--- config.mk ---
export PLATFORM = sky130hd
export DESIGN_NAME = i2c_master_bit_sequencer
export DESIGN_NICKNAME = d
export VERILOG_FILES = /design/src/rtl/core/i2cmbs_pkg.sv /design/src/rtl/core/i2cmbs_shift.sv /design/src/rtl/core/i2cmbs_seq.sv /design/src/rtl/core/i2c_master_bit_sequencer.sv
export SDC_FILE = /design/constraint.sdc
export NUM_CORES = 1
export LEC_CHECK = 0
export ABC_CLOCK_PERIOD_IN_PS = 2200
export BUFFER_PORTS_ARGS = -buffer_cell sky130_fd_sc_hd__buf_2
export CORE_ASPECT_RATIO = 1.4
export CORE_MARGIN = 2
export CORE_UTILIZATION = 49
export DETAILED_ROUTE_END_ITERATION = 12
export PLACE_DENSITY_LB_ADDON = 0.3
export SLEW_MARGIN = 0
export SYNTH_ARGS = -nofsm -noshare
export SYNTH_HDL_FRONTEND = slang
export SYNTH_SLANG_ARGS = --single-unit
--- constraint.sdc ---
create_clock -name i_clk -period 2.2 [get_ports i_clk]
set_clock_uncertainty 0.1 [all_clocks]
set_input_delay 0.44 -clock i_clk [delete_from_list [all_inputs] [get_ports i_clk]]
set_output_delay 0.44 -clock i_clk [all_outputs]
set_load 0.03 [all_outputs]
--- src/rtl/core/i2cmbs_pkg.sv ---
`default_nettype none
package i2cmbs_pkg;

    localparam logic [2:0] REQ_START   = 3'd0;
    localparam logic [2:0] REQ_STOP    = 3'd1;
    localparam logic [2:0] REQ_TX_BYTE = 3'd2;
    localparam logic [2:0] REQ_RX_BYTE = 3'd3;
    localparam logic [2:0] REQ_TX_ACK  = 3'd4;
    localparam logic [2:0] REQ_RX_ACK  = 3'd5;

    localparam int unsigned BYTE_W = 8;

    typedef struct packed {
        logic load;     // capture a new byte
        logic load_rx;  // byte comes from the bus sample levels
        logic shift;    // advance one bit, MSB first
    } t_shift_ctl;

endpackage
`default_nettype wire

--- src/rtl/core/i2cmbs_shift.sv ---
`default_nettype none
module i2cmbs_shift (
    input  wire logic                               i_clk,
    input  wire i2cmbs_pkg::t_shift_ctl             i_ctl,
    input  wire logic [i2cmbs_pkg::BYTE_W-1:0]      i_tx_byte,
    input  wire logic [i2cmbs_pkg::BYTE_W-1:0]      i_bus_sda_bits,
    output logic                                    o_msb,
    output logic [i2cmbs_pkg::BYTE_W-1:0]           o_rx_next
);

    logic [i2cmbs_pkg::BYTE_W-1:0] r_data;
    logic [i2cmbs_pkg::BYTE_W-1:0] r_rx;

    assign o_msb     = r_data[i2cmbs_pkg::BYTE_W-1];
    // receive path: the current bus bit enters the rx shifter from the right
    assign o_rx_next = {r_rx[i2cmbs_pkg::BYTE_W-2:0], r_data[i2cmbs_pkg::BYTE_W-1]};

    always_ff @(posedge i_clk) begin
        if (i_ctl.load) begin
            r_data <= i_ctl.load_rx ? i_bus_sda_bits : i_tx_byte;
        end else if (i_ctl.shift) begin
            r_data <= {r_data[i2cmbs_pkg::BYTE_W-2:0], 1'b0};
            r_rx   <= o_rx_next;
        end
    end

endmodule
`default_nettype wire

--- src/rtl/core/i2cmbs_seq.sv ---
`default_nettype none
module i2cmbs_seq (
    input  wire logic                           i_clk,
    input  wire logic                           i_rst_n,
    input  wire logic                           i_in_valid,
    output logic                                o_in_ready,
    input  wire logic [2:0]                     i_req_type,
    input  wire logic                           i_ack_out,
    input  wire logic                           i_bus_ack_level,
    output logic                                o_out_valid,
    input  wire logic                           i_out_ready,
    output logic                                o_scl_level,
    output logic                                o_sda_level,
    output logic                                o_sample_point,
    output logic [i2cmbs_pkg::BYTE_W-1:0]       o_rx_byte,
    output logic                                o_ack_in,
    output logic                                o_last,
    output i2cmbs_pkg::t_shift_ctl              o_shift_ctl,
    input  wire logic                           i_msb,
    input  wire logic [i2cmbs_pkg::BYTE_W-1:0]  i_rx_next
);

    localparam logic [1:0] PH_0 = 2'd0;
    localparam logic [1:0] PH_1 = 2'd1;
    localparam logic [1:0] PH_2 = 2'd2;
    localparam logic [1:0] PH_3 = 2'd3;
    localparam logic [2:0] LAST_BIT = 3'(i2cmbs_pkg::BYTE_W - 1);

    logic       r_busy;
    logic [2:0] r_req;
    logic [1:0] r_phase;
    logic [2:0] r_bit;
    logic       r_scl;
    logic       r_sda;
    logic       r_ack;
    logic       r_out_valid;
    logic       r_o_scl;
    logic       r_o_sda;
    logic       r_o_sample;
    logic [i2cmbs_pkg::BYTE_W-1:0] r_o_rx;
    logic       r_o_ack;
    logic       r_o_last;

    logic       n_scl;
    logic       n_sda;
    logic       n_sample;
    logic [i2cmbs_pkg::BYTE_W-1:0] n_rx;
    logic       n_ack;
    logic       n_last;
    logic       n_shift;
    logic       accept;
    logic       emit;
    logic       req_ok;
    logic       byte_cmd;

    assign o_in_ready = !r_busy;
    assign accept     = i_in_valid && !r_busy;
    assign emit       = r_busy && (!r_out_valid || i_out_ready);
    // codes above receive ack are dropped without events
    assign req_ok     = (i_req_type <= i2cmbs_pkg::REQ_RX_ACK);
    assign byte_cmd   = (r_req == i2cmbs_pkg::REQ_TX_BYTE) ||
                        (r_req == i2cmbs_pkg::REQ_RX_BYTE);

    assign o_shift_ctl.load    = accept;
    assign o_shift_ctl.load_rx = (i_req_type == i2cmbs_pkg::REQ_RX_BYTE);
    assign o_shift_ctl.shift   = emit && n_shift;

    always_comb begin
        n_scl    = r_scl;
        n_sda    = r_sda;
        n_sample = 1'b0;
        n_rx     = '0;
        n_ack    = 1'b0;
        n_last   = 1'b0;
        n_shift  = 1'b0;
        case (r_req)
            i2cmbs_pkg::REQ_START: begin
                case (r_phase)
                    PH_0:    n_sda = 1'b1;
                    PH_1:    n_scl = 1'b1;
                    PH_2:    n_sda = 1'b0;
                    default: begin
                        n_scl  = 1'b0;
                        n_last = 1'b1;
                    end
                endcase
            end
            i2cmbs_pkg::REQ_STOP: begin
                case (r_phase)
                    PH_0:    n_sda = 1'b0;
                    PH_1:    n_scl = 1'b1;
                    default: begin
                        n_sda  = 1'b1;
                        n_last = 1'b1;
                    end
                endcase
            end
            i2cmbs_pkg::REQ_TX_BYTE,
            i2cmbs_pkg::REQ_RX_BYTE: begin
                case (r_phase)
                    PH_0:    n_sda = (r_req == i2cmbs_pkg::REQ_TX_BYTE) ? i_msb : 1'b1;
                    PH_1: begin
                        n_scl    = 1'b1;
                        n_sample = (r_req == i2cmbs_pkg::REQ_RX_BYTE);
                    end
                    default: begin
                        n_scl   = 1'b0;
                        n_shift = 1'b1;
                        n_last  = (r_bit == LAST_BIT);
                        if ((r_req == i2cmbs_pkg::REQ_RX_BYTE) && (r_bit == LAST_BIT)) begin
                            n_rx = i_rx_next;
                        end
                    end
                endcase
            end
            i2cmbs_pkg::REQ_TX_ACK,
            i2cmbs_pkg::REQ_RX_ACK: begin
                case (r_phase)
                    PH_0:    n_sda = (r_req == i2cmbs_pkg::REQ_TX_ACK) ? r_ack : 1'b1;
                    PH_1: begin
                        n_scl    = 1'b1;
                        n_sample = (r_req == i2cmbs_pkg::REQ_RX_ACK);
                    end
                    default: begin
                        n_scl  = 1'b0;
                        n_last = 1'b1;
                        n_ack  = (r_req == i2cmbs_pkg::REQ_RX_ACK) ? r_ack : 1'b0;
                    end
                endcase
            end
            default: ;
        endcase
    end

    always_ff @(posedge i_clk) begin
        if (!i_rst_n) begin
            r_busy      <= 1'b0;
            r_req       <= i2cmbs_pkg::REQ_START;
            r_phase     <= PH_0;
            r_bit       <= '0;
            r_scl       <= 1'b1;
            r_sda       <= 1'b1;
            r_out_valid <= 1'b0;
        end else begin
            if (accept && req_ok) begin
                r_busy  <= 1'b1;
                r_req   <= i_req_type;
                r_phase <= PH_0;
                r_bit   <= '0;
            end
            if (emit) begin
                r_scl       <= n_scl;
                r_sda       <= n_sda;
                r_out_valid <= 1'b1;
                if (n_last) begin
                    r_busy <= 1'b0;
                end else if (byte_cmd && (r_phase == PH_2)) begin
                    r_phase <= PH_0;
                    r_bit   <= r_bit + 3'd1;
                end else begin
                    r_phase <= r_phase + 2'd1;
                end
            end else if (i_out_ready) begin
                r_out_valid <= 1'b0;
            end
        end
    end

    always_ff @(posedge i_clk) begin
        if (accept) begin
            r_ack <= (i_req_type == i2cmbs_pkg::REQ_TX_ACK) ? i_ack_out : i_bus_ack_level;
        end
        if (emit) begin
            r_o_scl    <= n_scl;
            r_o_sda    <= n_sda;
            r_o_sample <= n_sample;
            r_o_rx     <= n_rx;
            r_o_ack    <= n_ack;
            r_o_last   <= n_last;
        end
    end

    assign o_out_valid    = r_out_valid;
    assign o_scl_level    = r_o_scl;
    assign o_sda_level    = r_o_sda;
    assign o_sample_point = r_o_sample;
    assign o_rx_byte      = r_o_rx;
    assign o_ack_in       = r_o_ack;
    assign o_last         = r_o_last;

    a_last_ends_cmd: assert property (@(posedge i_clk) disable iff (!i_rst_n)
        (emit && n_last) |=> !r_busy)
        else $error("command did not end on its last event");

    a_sample_scl_high: assert property (@(posedge i_clk) disable iff (!i_rst_n)
        (r_out_valid && r_o_sample) |-> r_o_scl)
        else $error("sample point with SCL low");

    a_rx_only_last: assert property (@(posedge i_clk) disable iff (!i_rst_n)
        (r_out_valid && !r_o_last) |-> ((r_o_rx == '0) && !r_o_ack))
        else $error("receive data outside the last event");

    a_bit_idle_short: assert property (@(posedge i_clk) disable iff (!i_rst_n)
        (r_busy && !byte_cmd) |-> (r_bit == '0))
        else $error("bit counter moved in a non-byte command");

    a_start_phase: assert property (@(posedge i_clk) disable iff (!i_rst_n)
        (r_busy && (r_req != i2cmbs_pkg::REQ_START)) |-> (r_phase != PH_3))
        else $error("phase out of range");

endmodule
`default_nettype wire

--- src/rtl/core/i2c_master_bit_sequencer.sv ---
// Open-drain I2C master bit engine. One command word (start, stop, send byte, receive
// byte, send ack, receive ack) is taken while the engine is idle and turns into a run of
// pin events on the output channel, one event per cycle while the output is taken: start
// 4, stop 3, byte 24, ack 3. The engine takes no new command until its last event is
// out; the byte count is set by the phase counter stepping three events per bit through
// an 8-bit shifter. Each event reports both pin levels after the change; sample_point
// marks the SCL-high event where SDA is read. The bus levels for receives come in with the
// command; the received byte or ack shows on the last event. SCL and SDA reset released.
// Unused command codes are accepted and dropped. Event spacing on the real pins is up to
// the pin timing logic downstream.
`default_nettype none
module i2c_master_bit_sequencer (
    input  wire logic       i_clk,
    input  wire logic       i_rst_n,
    input  wire logic       i_in_valid,
    output logic            o_in_ready,
    input  wire logic [2:0] i_req_type,
    input  wire logic [7:0] i_tx_byte,
    input  wire logic       i_ack_out,
    input  wire logic [7:0] i_bus_sda_bits,
    input  wire logic       i_bus_ack_level,
    output logic            o_out_valid,
    input  wire logic       i_out_ready,
    output logic            o_scl_level,
    output logic            o_sda_level,
    output logic            o_sample_point,
    output logic [7:0]      o_rx_byte,
    output logic            o_ack_in,
    output logic            o_last
);

    i2cmbs_pkg::t_shift_ctl              shift_ctl;
    logic                                msb;
    logic [i2cmbs_pkg::BYTE_W-1:0]       rx_next;

    i2cmbs_shift u_shift (
        .i_clk          (i_clk),
        .i_ctl          (shift_ctl),
        .i_tx_byte      (i_tx_byte),
        .i_bus_sda_bits (i_bus_sda_bits),
        .o_msb          (msb),
        .o_rx_next      (rx_next)
    );

    i2cmbs_seq u_seq (
        .i_clk           (i_clk),
        .i_rst_n         (i_rst_n),
        .i_in_valid      (i_in_valid),
        .o_in_ready      (o_in_ready),
        .i_req_type      (i_req_type),
        .i_ack_out       (i_ack_out),
        .i_bus_ack_level (i_bus_ack_level),
        .o_out_valid     (o_out_valid),
        .i_out_ready     (i_out_ready),
        .o_scl_level     (o_scl_level),
        .o_sda_level     (o_sda_level),
        .o_sample_point  (o_sample_point),
        .o_rx_byte       (o_rx_byte),
        .o_ack_in        (o_ack_in),
        .o_last          (o_last),
        .o_shift_ctl     (shift_ctl),
        .i_msb           (msb),
        .i_rx_next       (rx_next)
    );

endmodule
`default_nettype wire
### Yosys cells after proc, flatten, opt, wreduce, memory -nomap -nowiden

Index checks and enable logic that the tools add are counted.

| word-level totals | value |
|---|---|
| register bits | 41 |
| output and inout port bits | 15 |
| input port bits | 25 |

| operators by class | value |
|---|---|
| reduce and logical (&&, ||, !) cells | 24 |
| add/subtract/negate cells | 2 |
| mux-type cells | 36 |
| bitwise logic cells | 5 |
| $lt $le $gt $ge | 1 |
| eq/ne operators | 10 |

Operators by type and width:

| kind | number |
|---|---|
| 8-bit two-way mux | 3 |
| 1-bit two-way mux | 17 |
| 3-bit == test, second input constant | 4 |
| 3-bit two-way mux | 4 |
| 4-bit OR reduction | 3 |
| 1-bit case mux with 2 select lines | 5 |
| 3-bit by 2-bit == test with 1-bit output, second input constant | 3 |
| 2-bit two-way mux | 4 |
| 2-bit OR reduction | 4 |
| 1-bit logical AND | 6 |
| 1-bit case mux with 3 select lines | 2 |
| 3-bit OR reduction | 2 |
| 1-bit inverter | 5 |
| 1-bit case mux with 4 select lines | 1 |
| 2-bit nonzero test | 2 |
| 3-bit by 1-bit adder with 3-bit output, second input constant | 1 |
| 3-bit by 1-bit == test with 1-bit output, second input constant | 1 |
| 3-bit less-or-equal comparator, second input constant | 1 |
| 3-bit logical NOT | 1 |
| 2-bit by 1-bit adder with 2-bit output, second input constant | 1 |
| 2-bit by 1-bit == test with 1-bit output, second input constant | 1 |
| 2-bit == test, second input constant | 1 |
| 1-bit logical NOT | 2 |
| 2-bit logical NOT | 1 |
| 2 further kinds | 3 |

### Logic depth before layout (Yosys ltp)

Gate-level depths: netlist of run 1.

| depth | value |
|---|---|
| depth in word-level cells | 7 |
| gate-level depth with buffers | 7 |

### Cells and area by module

From an unflattened synthesis of run 1, not the netlist that was laid out.

| second synthesis, totals | value |
|---|---|
| cell total of the unflattened synthesis | 176 |
| area, all modules | 2,019.4 um^2 |

Modules (own cells, without submodules):

| module | times used | cells an instance | area each (um^2) |
|---|---|---|---|
| i2cmbs_seq | 1 | 132 | 1,371.3 |
| i2cmbs_shift | 1 | 44 | 648.1 |

### Worst setup path after synthesis of run 1

Ideal clock, no wire load.

| path | value |
|---|---|
| kind | register -> register |
| start point | reg u_seq.r_req[2] |
| end point | reg u_seq.r_o_sda, in the netlist u_seq.o_sda_level, data pin |
| data required time | 1.839 ns |
| arrival | 1.780 ns |
| library setup time | 0.261 ns |
| cell stages (with the launch flop) | 6 |
| slack | 0.059 ns |
| path buffers | 1 |
| clock period less this slack | 2.141 ns |
| cells stage by stage | dfxtp_1 -> buf_6 -> or4_1 -> or3_1 -> a22o_1 -> o32a_1 |

| on the way | value |
|---|---|
| word-level cells in the longest chain between the ends | 4 |
| elaborated cells on any way between the ends | 13 |

RTL lines:

| item | line | RTL |
|---|---|---|
| from (decl) | i2cmbs_seq.sv:30 | `logic [2:0] r_req;` |
| from (signal assigned) | i2cmbs_seq.sv:138 | `r_req <= i2cmbs_pkg::REQ_START;` |
| from (signal assigned) | i2cmbs_seq.sv:147 | `r_req <= i_req_type;` |
| 3-bit == test / 3-bit by 2-bit == test with 1-bit output (equally long branches) | i2cmbs_seq.sv:76, i2cmbs_seq.sv:119, i2cmbs_seq.sv:101 |  |
| 1-bit two-way mux, on equally long branches | i2cmbs_seq.sv:119, i2cmbs_seq.sv:101 |  |
| 1-bit two-way mux, on equally long branches | i2cmbs_seq.sv:118, i2cmbs_seq.sv:100 |  |
| 1-bit case mux with 4 select lines * | i2cmbs_seq.sv:76 | `case (r_req)` |
| via u_seq.n_sda | i2cmbs_seq.sv:45 | `logic n_sda;` |
| to (signal assigned) | i2cmbs_seq.sv:175 | `r_o_sda <= n_sda;` |
| to (decl) | i2cmbs_seq.sv:38 | `logic r_o_sda;` |

The timed path passes the listed nets; every way through them passes the cells marked *.
A chain may end at the register's enable or synchronous reset.

### Worst setup path after layout of run 1

Ends and elaborated chain as after synthesis.

==> impl_metrics.ini, run 1 <==
[status]
run_status = finished, final reports clean

[worst_setup_path]
r2r_end = u_seq.o_sda_level
arrival_ps = 2030
setup.worst_path.class = flop to flop
cp_slowest_cell = sky130_fd_sc_hd__or4_1
timing.rr.start = u_seq.r_req[2]
timing.critical_path.to_type = flop
critical-path-top-delay-family = simple AND/OR/NAND/NOR gates
worst_r2r_path_depth = 4
critical_path.n_buffers_inverters = 0
timing.critical_path.slowest_cell_delay_ps = 510
critical_path_required_ps = 2140
startpoint_type = flop
cp_max_fo = 5
cp_cell_sequence = or4_1, or3_1, a22o_1, o32a_1
register_to_register_setup_slack_ps = 110

[power]
power_leakage_nw = 1.01
power.density_nw_per_um2 = 769
swShare = 0.230
power.sequential.fraction = 0.485
finalPower_mw = 1.84
clock_power_share = 0.386
power_dissipated_by_switching_net_loads_mw = 0.422
comb_power_share = 0.129
p_int_mw = 1.41
ir_worst_vdd_v = 0.000593

[cts]
cts_repair_resize_count = 0
postCtsSetupRepairBufs = 0
holdBufCountCts = 0
numCtsBuffers = 5
worstSkewPairLatency_ps = 290
ctsLongestPathBuffers = 2
clockRootBuffer = sky130_fd_sc_hd__clkbuf_8
htree_levels = 2
clk_pin_slew_ps = 80
clock_tree_from_tritoncts = built
tritoncts_num_sinks = 41

[sta]
final.setup.tns_ps = 0
fin_crit_period_ps = 2090
max_freq_ghz = 0.479
period_share = 0.950
tightestPinTransition_ps = 561
setup-violations-final = 0
report.final.slew_viol_count = 0
final-hold-violation-count = 0
maxSlewHeadroom = 0.626
rsz0062_at_grt = false

[min_path]
hold_end = u_shift.r_rx[3]
timing.hold.worst.class = flop to flop
hp-start = u_shift.r_rx[2]
holdPathStages = 0

[drt]
drt_wl_total_mm = 3.85
dr_iter_0_viols = 34
drt_first_pass_iters = 4
drt-wirelength-per-cell_um = 14.3
detail_route.drc_violations = 0
ant_nets = 0
vias = 1491
vias_per_cell = 5.54

[logic_synthesis]
syn-mean-instance-area_um2 = 11.1
synth_enable_flop_cells = 29
syn_inst = 175
synth-async-reset-ratio = 0
syn_nets = 205
ys_warn_count = 0
synth-seq-cells = 41
syn_area_um2 = 1940
synth_cell_type_count = 39
yosysSeqAreaShare = 0.571
synth_ff_type = sky130_fd_sc_hd__edfxtp_1

[final_layout]
final.fill_count = 306
final_layout_size_suffix_gt1_frac = 0.288
flow.area_growth_from_synthesis_pct = 22.7
nNetsFinal = 255
antenna_cells = 0

[floorplan]
start_util = 0.500
rows = 27
dieWidth_um = 57.2
floorplan.io_pins = 40
core_um2 = 3880
dieArea_um2 = 4500
floorplan.die.height_um = 78.5

[place]
hpwl_mm = 2.95
gp_congestion = 0.810
place.port_buffers = 39

[global_routing]
grt_util_all_layers = 0.187
first_global_vias = 1449
grt_overflow = 0
pin_count_of_the_biggest_net_entering_global_routing = 21
grt_first_pass_wirelength_mm = 6.40
antenna_found_initial = 0

[job]
max-cap-violations = 0
[registers in the layout (all words and copies together) (netlist names), 2 cells and up]
signal	cells
u_shift.r_rx	7
u_shift.r_data	8
u_seq.r_phase	2
u_seq.r_req	3
u_seq.r_bit	3
u_seq.o_rx_byte	8
[worst max-delay path by stage]
| stage | start | endpoint | slack [ps] | cells after the start |
|---|---|---|---|---|
| floorplan | u_seq.r_req[2] | u_seq.o_sda_level | 60 | 5 |
| global placement | u_seq.r_req[2] | u_seq.o_sda_level | 140 | 4 |
| detailed placement | u_seq.r_req[2] | u_seq.o_sda_level | 130 | 4 |
| CTS | u_seq.r_req[2] | u_seq.o_sda_level | 120 | 4 |
| global route | u_seq.r_req[2] | u_seq.o_sda_level | 20 | 4 |
| finish | u_seq.r_req[2] | u_seq.o_sda_level | 110 | 4 |
[logic make-up after synthesis]
logic type / Yosys count / synth area share
AOI/OAI and AO/OA: 33 / 0.118
adders and majority gates: 5 / 0.0322
buffers and inverters: 16 / 0.0354
DFF: 41 / 0.571
muxes: 13 / 0.0676
and+or+nand+nor: 67 / 0.176
[cell type report]
cell class / count / area, µm² / area share
clock inverter: 3 / 65.1 / 0.0273
timing repair buffer: 53 / 300 / 0.126
clock buffer: 5 / 68.8 / 0.0288
multi-input combinational: 118 / 764 / 0.320
sequential: 41 / 1110 / 0.466
inverter: 6 / 22.5 / 0.00944
tap: 43 / 53.8 / 0.0225
[Yosys cell counts, drive strengths merged (3+ instances only)]
| cell | n | share of area |
|---|---|---|
| edfxtp | 29 | 0.45 |
| nand2 | 20 | 0.039 |
| nor2 | 13 | 0.025 |
| dfxtp | 12 | 0.12 |
| mux2i | 12 | 0.062 |
| and2 | 9 | 0.029 |
| o21ai | 9 | 0.023 |
| clkbuf | 8 | 0.015 |
| a21oi | 7 | 0.018 |
| inv | 6 | 0.012 |
| ha | 5 | 0.032 |
| nor3 | 5 | 0.013 |
| nand2b | 4 | 0.013 |
| a211oi | 3 | 0.012 |
| o32a | 3 | 0.016 |
| or4 | 3 | 0.012 |
[metal layers]
| metal | GRT usage | part of all wire | wire [µm] |
|---|---|---|---|
| met4 | 0.0930 | 0.031 | 121 |
| met2 | 0.341 | 0.53 | 2050 |
| met3 | 0.0461 | 0.041 | 156 |
| met1 | 0.192 | 0.40 | 1520 |
| met5 | 0 | 0 | 0 |
[through the flow]
step / hold WS (ps) / area (µm²) / cells / util / worst slack [ps]
after global placement: 329 / 2250 / 261 / 0.580 / 137
after CTS: 346 / 2390 / 269 / 0.614 / 120
after floorplan: 317 / 1940 / 175 / - / 58.5
after global routing: 354 / 2390 / 269 / 0.614 / 18.4
after detailed placement: 334 / 2250 / 261 / 0.580 / 135
final: 346 / 2390 / 269 / 0.614 / 110
[placed cells by master, fill, tap and decap left out, drive strengths merged, types with 2 or more instances in the layout]
master / synthesis / layout
buf: 2 / 53
o32a: 3 / 3
nor2b: 2 / 2
or3: 2 / 2
a21oi: 7 / 7
nor3: 5 / 5
o221a: 2 / 2
mux2i: 12 / 12
clkbuf: 8 / 5
o21ai: 9 / 9
nor2: 13 / 13
edfxtp: 29 / 29
inv: 6 / 6
and2: 9 / 9
nand2b: 4 / 4
nand3b: 2 / 2
or4: 3 / 3
bufinv: 0 / 2
nor4: 2 / 2
nand2: 20 / 20
ha: 5 / 5
a211oi: 3 / 3
dfxtp: 12 / 12
[power by group through the flow]
stage | clock network (mW) | registers [mW] | logic [mW]
after floorplan | 0 | 0.938 | 0.124
after global placement | 0 | 0.907 | 0.230
after detailed placement | 0 | 0.908 | 0.236
after CTS | 0.718 | 0.891 | 0.237
after global routing | 0.755 | 0.896 | 0.260
final | 0.709 | 0.891 | 0.236
Power figures use the tool's default switching activity.
==> inputs of run 2 (changes only) <==
GPL_ROUTABILITY_DRIVEN = 1   (was not set)
SYNTH_HIERARCHICAL = 1   (was not set)
==> run 2 against run 1 <==
Against the previous run:
- area after synthesis grew 3.9%
- register-to-register slack gained 80 ps
- global-route usage is 1.9 points lower
- fmax increased by 4.0%
- final cell count down 3.3%
- flip-flop and latch count did not move
- clock power is 16% lower
- worst hold slack worse by 27 ps
- routed wire length down 5.5%
==> impl_metrics.ini, run 2 <==
[drt]
drt_first_pass_iters = 5
vias = 1443
vias_per_cell = 5.55
drt-wirelength-per-cell_um = 14.0
detail_route.drc_violations = 0
ant_nets = 0
dr_iter_0_viols = 42
drt_wl_total_mm = 3.63

[sta]
max_freq_ghz = 0.498
post_route_worst_setup_slack_ps = 191
rsz0062_at_grt = false
period_share = 0.913
report.final.slew_viol_count = 0
tightestPinTransition_ps = 442
final-hold-violation-count = 0
fin_crit_period_ps = 2010
maxSlewHeadroom = 0.705
setup-violations-final = 0
final.setup.tns_ps = 0

[global_routing]
pin_count_of_the_biggest_net_entering_global_routing = 16
grt_util_all_layers = 0.168
first_global_vias = 1403
grt_first_pass_wirelength_mm = 5.98
grt_overflow = 0
antenna_found_initial = 0

[logic_synthesis]
synth_top_cell_by_area = sky130_fd_sc_hd__edfxtp_1
syn-mean-instance-area_um2 = 11.5
synth_cell_type_count = 41
ys_warn_count = 6
syn_nets = 206
synth.top_cells.by_count = 29 x sky130_fd_sc_hd__edfxtp_1, 14 x sky130_fd_sc_hd__nor2_1, 12 x sky130_fd_sc_hd__dfxtp_1
syn_inst = 176
synth-seq-cells = 41
synth_ff_type = sky130_fd_sc_hd__edfxtp_1
yosys.cell_count.top_type = sky130_fd_sc_hd__edfxtp_1
synth.area.top_cells = sky130_fd_sc_hd__edfxtp_1 43%, sky130_fd_sc_hd__dfxtp_1 12%, sky130_fd_sc_hd__mux2i_1 5.5%
synth_top_area_share = 0.431
synth-async-reset-ratio = 0
synth_enable_flop_cells = 29
yosysSeqAreaShare = 0.550
syn_area_um2 = 2020

[place]
hpwl_mm = 2.72
gp_congestion = 0.901
place.port_buffers = 39
dpl_worst_slack_ps = 142

[power]
p_int_mw = 1.30
swShare = 0.245
ir_worst_vdd_v = 0.000757
comb_power_share = 0.127
power_dissipated_by_switching_net_loads_mw = 0.422
power.sequential.fraction = 0.525
power.density_nw_per_um2 = 732
clock_power_share = 0.348
power_leakage_nw = 0.933

[min_path]
hold_end = u_seq/r_req[0]
holdPathStages = 3
timing.hold.worst.class = input port to flop
hp-start = i_req_type[0]

[floorplan]
floorplan.die.height_um = 80.0
dieWidth_um = 58.3
core_um2 = 3950
start_util = 0.511
rows = 27
dieArea_um2 = 4660
floorplan.io_pins = 40

[job]
max-cap-violations = 0

[worst_setup_path]
timing.critical_path.slowest_cell_delay_ps = 520
cp_max_fo = 11
cp_cell_sequence = ha_2, nand2b_1, o22ai_4, nor4_4, mux2i_1
register_to_register_setup_slack_ps = 190
cp_slowest_cell = sky130_fd_sc_hd__dfxtp_1
timing.critical_path.to_type = flop
setup.worst_path.class = flop to flop
worst_r2r_path_depth = 5
r2r_end = u_seq/r_bit[2]
startpoint_type = flop
arrival_ps = 2130
timing.rr.start = u_seq/r_req[1]
critical_path_required_ps = 2320

[final_layout]
fin_util = 0.594
final.fill_count = 328
commonest_cells_after_routing_fill_and_taps_aside = 39 x sky130_fd_sc_hd__buf_2, 29 x sky130_fd_sc_hd__edfxtp_1, 14 x sky130_fd_sc_hd__nor2_1
final_layout_size_suffix_gt1_frac = 0.295
regArea_um2 = 1110
nNetsFinal = 246
antenna_cells = 0
multiInputGateArea_um2 = 800
most_frequent_standard_cell_in_the_layout_excluding_fill_and_tap_cells = sky130_fd_sc_hd__buf_2
flow.area_growth_from_synthesis_pct = 16.2

[cts]
htree_levels = 2
numCtsBuffers = 5
clock_tree_from_tritoncts = built
ctsLongestPathBuffers = 2
clockRootBuffer = sky130_fd_sc_hd__clkbuf_8
worstSkewPairLatency_ps = 290
clk_pin_slew_ps = 80
tritoncts_num_sinks = 41

[status]
run_status = finished, final reports clean
run 2: cell families (layout without fill, tap and decap cells):
logic type,Yosys count,after routing,share of synthesized area
buffers and inverters,20,61,0.0576
flip-flops,41,41,0.550
AND/OR/NAND/NOR,64,64,0.180
AO/OA/AOI/OAI,34,34,0.121
adder cells (fa/ha/maj),5,5,0.0310
multiplexers,12,12,0.0601
run 2: stage by stage:
step / instance area (µm²) / hold slack [ps] / total power [mW] / cells
2_1_floorplan: 2020 / 317 / 1.08 / 176
3_3_place_gp: 2220 / 339 / 1.13 / 252
3_5_place_dp: 2220 / 327 / 1.14 / 252
4_1_cts: 2340 / 318 / 1.73 / 260
5_1_grt: 2350 / 344 / 1.79 / 260
6_report: 2350 / 319 / 1.72 / 260
run 2: worst max-delay path by stage:
| stage | from | end | depth (start not counted) |
|---|---|---|---|
| 2_1_floorplan | u_seq/r_busy | u_shift/r_rx[0] | 6 |
| 3_3_place_gp | u_seq/r_req[2] | u_seq/r_bit[1] | 5 |
| 3_5_place_dp | u_seq/r_req[1] | u_seq/r_bit[1] | 5 |
| 4_1_cts | u_seq/r_req[2] | u_seq/r_bit[1] | 5 |
| 5_1_grt | u_seq/r_req[1] | u_seq/r_bit[2] | 5 |
| 6_report | u_seq/r_req[1] | u_seq/r_bit[2] | 5 |
run 2: power groups by stage:
stage          Clock (mW)  Sequential, mW  Combinational (mW)
4_1_cts             0.608           0.902               0.220
6_report            0.597           0.902               0.219
5_1_grt             0.645           0.908               0.240
2_1_floorplan           0           0.939               0.140
3_3_place_gp            0           0.917               0.211
3_5_place_dp            0           0.918               0.219
run 2: per-layer routing:
metal,global-route usage,part of all wire,up-vias
met4,0.0651,0.015,0
met1,0.190,0.40,664
met3,0.0389,0.048,7
li1,-,-,726
met5,0,0,-
met2,0.299,0.53,46
run 2: final cells by class:
cell class,instances,area share
flip-flops and latches,41,0.474
well taps,43,0.0229
inverters,9,0.0144
multi-input cells,115,0.341
clock inverters,3,0.0197
clock buffers,5,0.0293
repair buffers,44,0.0991
run 2: worst max-delay path: cells and delay by family (launching register included):
kind / cells / cell delay (ps)
AOI/OAI and AO/OA: 1 / 130
muxes: 1 / 240
and+or+nand+nor: 2 / 590
adders and majority gates: 1 / 350
DFF: 1 / 520
run 2: what timing repair did:
action / in CTS / in global routing
resized for setup: 0 / 3
hold buffers: 0 / 0
setup endpoints to repair: 0 / 12
buffers inserted: 0 / 0
==> inputs of run 3 (changes only) <==
BUFFER_PORTS_ARGS = not set   (was -buffer_cell sky130_fd_sc_hd__buf_2)
CORE_UTILIZATION = 55   (was 49)
DONT_BUFFER_PORTS = 1   (was not set)
==> run 3 against run 2 <==
Against the previous run:
- sequential share of layout area rose by 4.7 points
- via count fell by 6.0%
- die area fell by 10%
- sequential power rose by 3.8%
- critical path depth did not move
- global-route usage rose by 2.3 points
- fmax rose by 3.8%
- worst hold slack got worse by 190 ps
- critical endpoint is now u_seq/r_busy
- largest power group unchanged
==> impl_metrics.ini, run 3 (synthesized netlist as in run 2, its figures left out) <==
[status]
run_status = finished, final reports clean

[power]
finalPower_mw = 1.59
power.density_nw_per_um2 = 745
power_leakage_nw = 0.775
ir_worst_vdd_v = 0.000582

[sta]
tightestPinTransition_ps = 444
max_freq_ghz = 0.517
final.setup.tns_ps = 0
rsz0062_at_grt = false
setup-violations-final = 0
maxSlewHeadroom = 0.703
final-hold-violation-count = 0
period_share = 0.880
report.final.slew_viol_count = 0
fin_crit_period_ps = 1930

[drt]
dr_iter_0_viols = 37
vias_per_cell = 6.14
detail_route.drc_violations = 0
ant_nets = 0
drt_first_pass_iters = 5
drt_wl_total_mm = 3.69
drt-wirelength-per-cell_um = 16.7
vias = 1356

[global_routing]
grt_overflow = 0
pin_count_of_the_biggest_net_entering_global_routing = 16
grt_first_pass_wirelength_mm = 6.04
antenna_found_initial = 0
first_global_vias = 1345
grt_util_all_layers = 0.190

[worst_setup_path]
arrival_ps = 2020
startpoint_type = flop
timing.critical_path.to_type = flop
cp_cell_sequence = ha_2, nand2b_1, o22a_2, nand2_1, a221oi_1
critical_path_required_ps = 2290
setup.worst_path.class = flop to flop
cp_max_fo = 11
timing.critical_path.slowest_cell_delay_ps = 440
cp_slowest_cell = sky130_fd_sc_hd__dfxtp_2

[cts]
numCtsBuffers = 5
clockRootBuffer = sky130_fd_sc_hd__clkbuf_8
tritoncts_num_sinks = 41
worstSkewPairLatency_ps = 300
ctsLongestPathBuffers = 2
postCtsSetupRepairBufs = 0
clock_tree_from_tritoncts = built
htree_levels = 2
clk_pin_slew_ps = 80

[floorplan]
rows = 26
floorplan.die.height_um = 75.7
core_um2 = 3580
floorplan.io_pins = 40
dieArea_um2 = 4180
dieWidth_um = 55.2
start_util = 0.564

[final_layout]
final_layout_size_suffix_gt1_frac = 0.151
count_of_placed_standard_cells_in_the_final_layout_fillers_left_out = 221
nNetsFinal = 208
antenna_cells = 0
commonest_cells_after_routing_fill_and_taps_aside = 29 x sky130_fd_sc_hd__edfxtp_1, 14 x sky130_fd_sc_hd__nor2_1, 11 x sky130_fd_sc_hd__nand2_1, 11 x sky130_fd_sc_hd__a21oi_1, 11 x sky130_fd_sc_hd__mux2i_1
most_frequent_standard_cell_in_the_layout_excluding_fill_and_tap_cells = sky130_fd_sc_hd__edfxtp_1
flow.area_growth_from_synthesis_pct = 5.89
fin_util = 0.598

[place]
hpwl_mm = 2.72
placedCellCount = 213
gp_congestion = 0.851
place.port_buffers = 0

[min_path]
timing.hold.worst.class = input port to flop

[job]
max-cap-violations = 0
==> run 3: per-stage QoR <==
step	setup WS, ps	cell area (µm²)	hold slack, ps
2_1_floorplan	345	2020	317
3_3_place_gp	192	2030	326
3_5_place_dp	65.0	2030	333
4_1_cts	48.4	2130	138
5_1_grt	124	2140	122
6_report	265	2140	134
==> run 3: final timing paths <==
| check | start | end | slack, ps | depth (start not counted) |
|---|---|---|---|---|
| min reg2reg | u_shift/r_rx[4] | u_shift/r_rx[5] | 360 | 0 |
| max | u_seq/r_req[2] | u_seq/r_busy | 270 | 5 |
| max reg2reg | u_seq/r_req[2] | u_seq/r_busy | 270 | 5 |
| min | i_rst_n | u_seq/r_scl | 130 | 1 |
==> run 3: critical path: cells and delay by family, from the launching register on <==
kind / cells / cell delay [ps]
and+or+nand+nor: 2 / 370
DFF: 1 / 440
AOI/OAI and AO/OA: 2 / 590
adders and majority gates: 1 / 320
==> run 3: area by class of cell <==
type                    instances  area, µm²
clock buffers                   5       68.8
repair buffers                  6       45.0
fillers                       309       1440
well taps                      42       52.6
clock inverters                 3       25.0
multi-input cells             115        800
inverters                       9       33.8
flip-flops and latches         41       1110
==> run 3: layer usage <==
metal  vias to the layer above  wire (µm)  track usage
met2                        44       2040        0.366
met5                         -          0            0
met1                       657       1410        0.193
li1                        648          -            -
met4                         0         73       0.0894
met3                         7        178       0.0509
==> run 3: where the power goes <==
group / internal (mW) / switching [mW]
Combinational: 0.0585 / 0.0922
Clock: 0.229 / 0.278
Sequential: 0.876 / 0.0601
Total: 1.16 / 0.430
==> run 3: timing repair <==
| item | 4_1_cts | 5_1_grt |
|---|---|---|
| hold buffers | 0 | 0 |
| endpoints found under the setup margin | 0 | 12 |
| gates resized for setup | 0 | 4 |
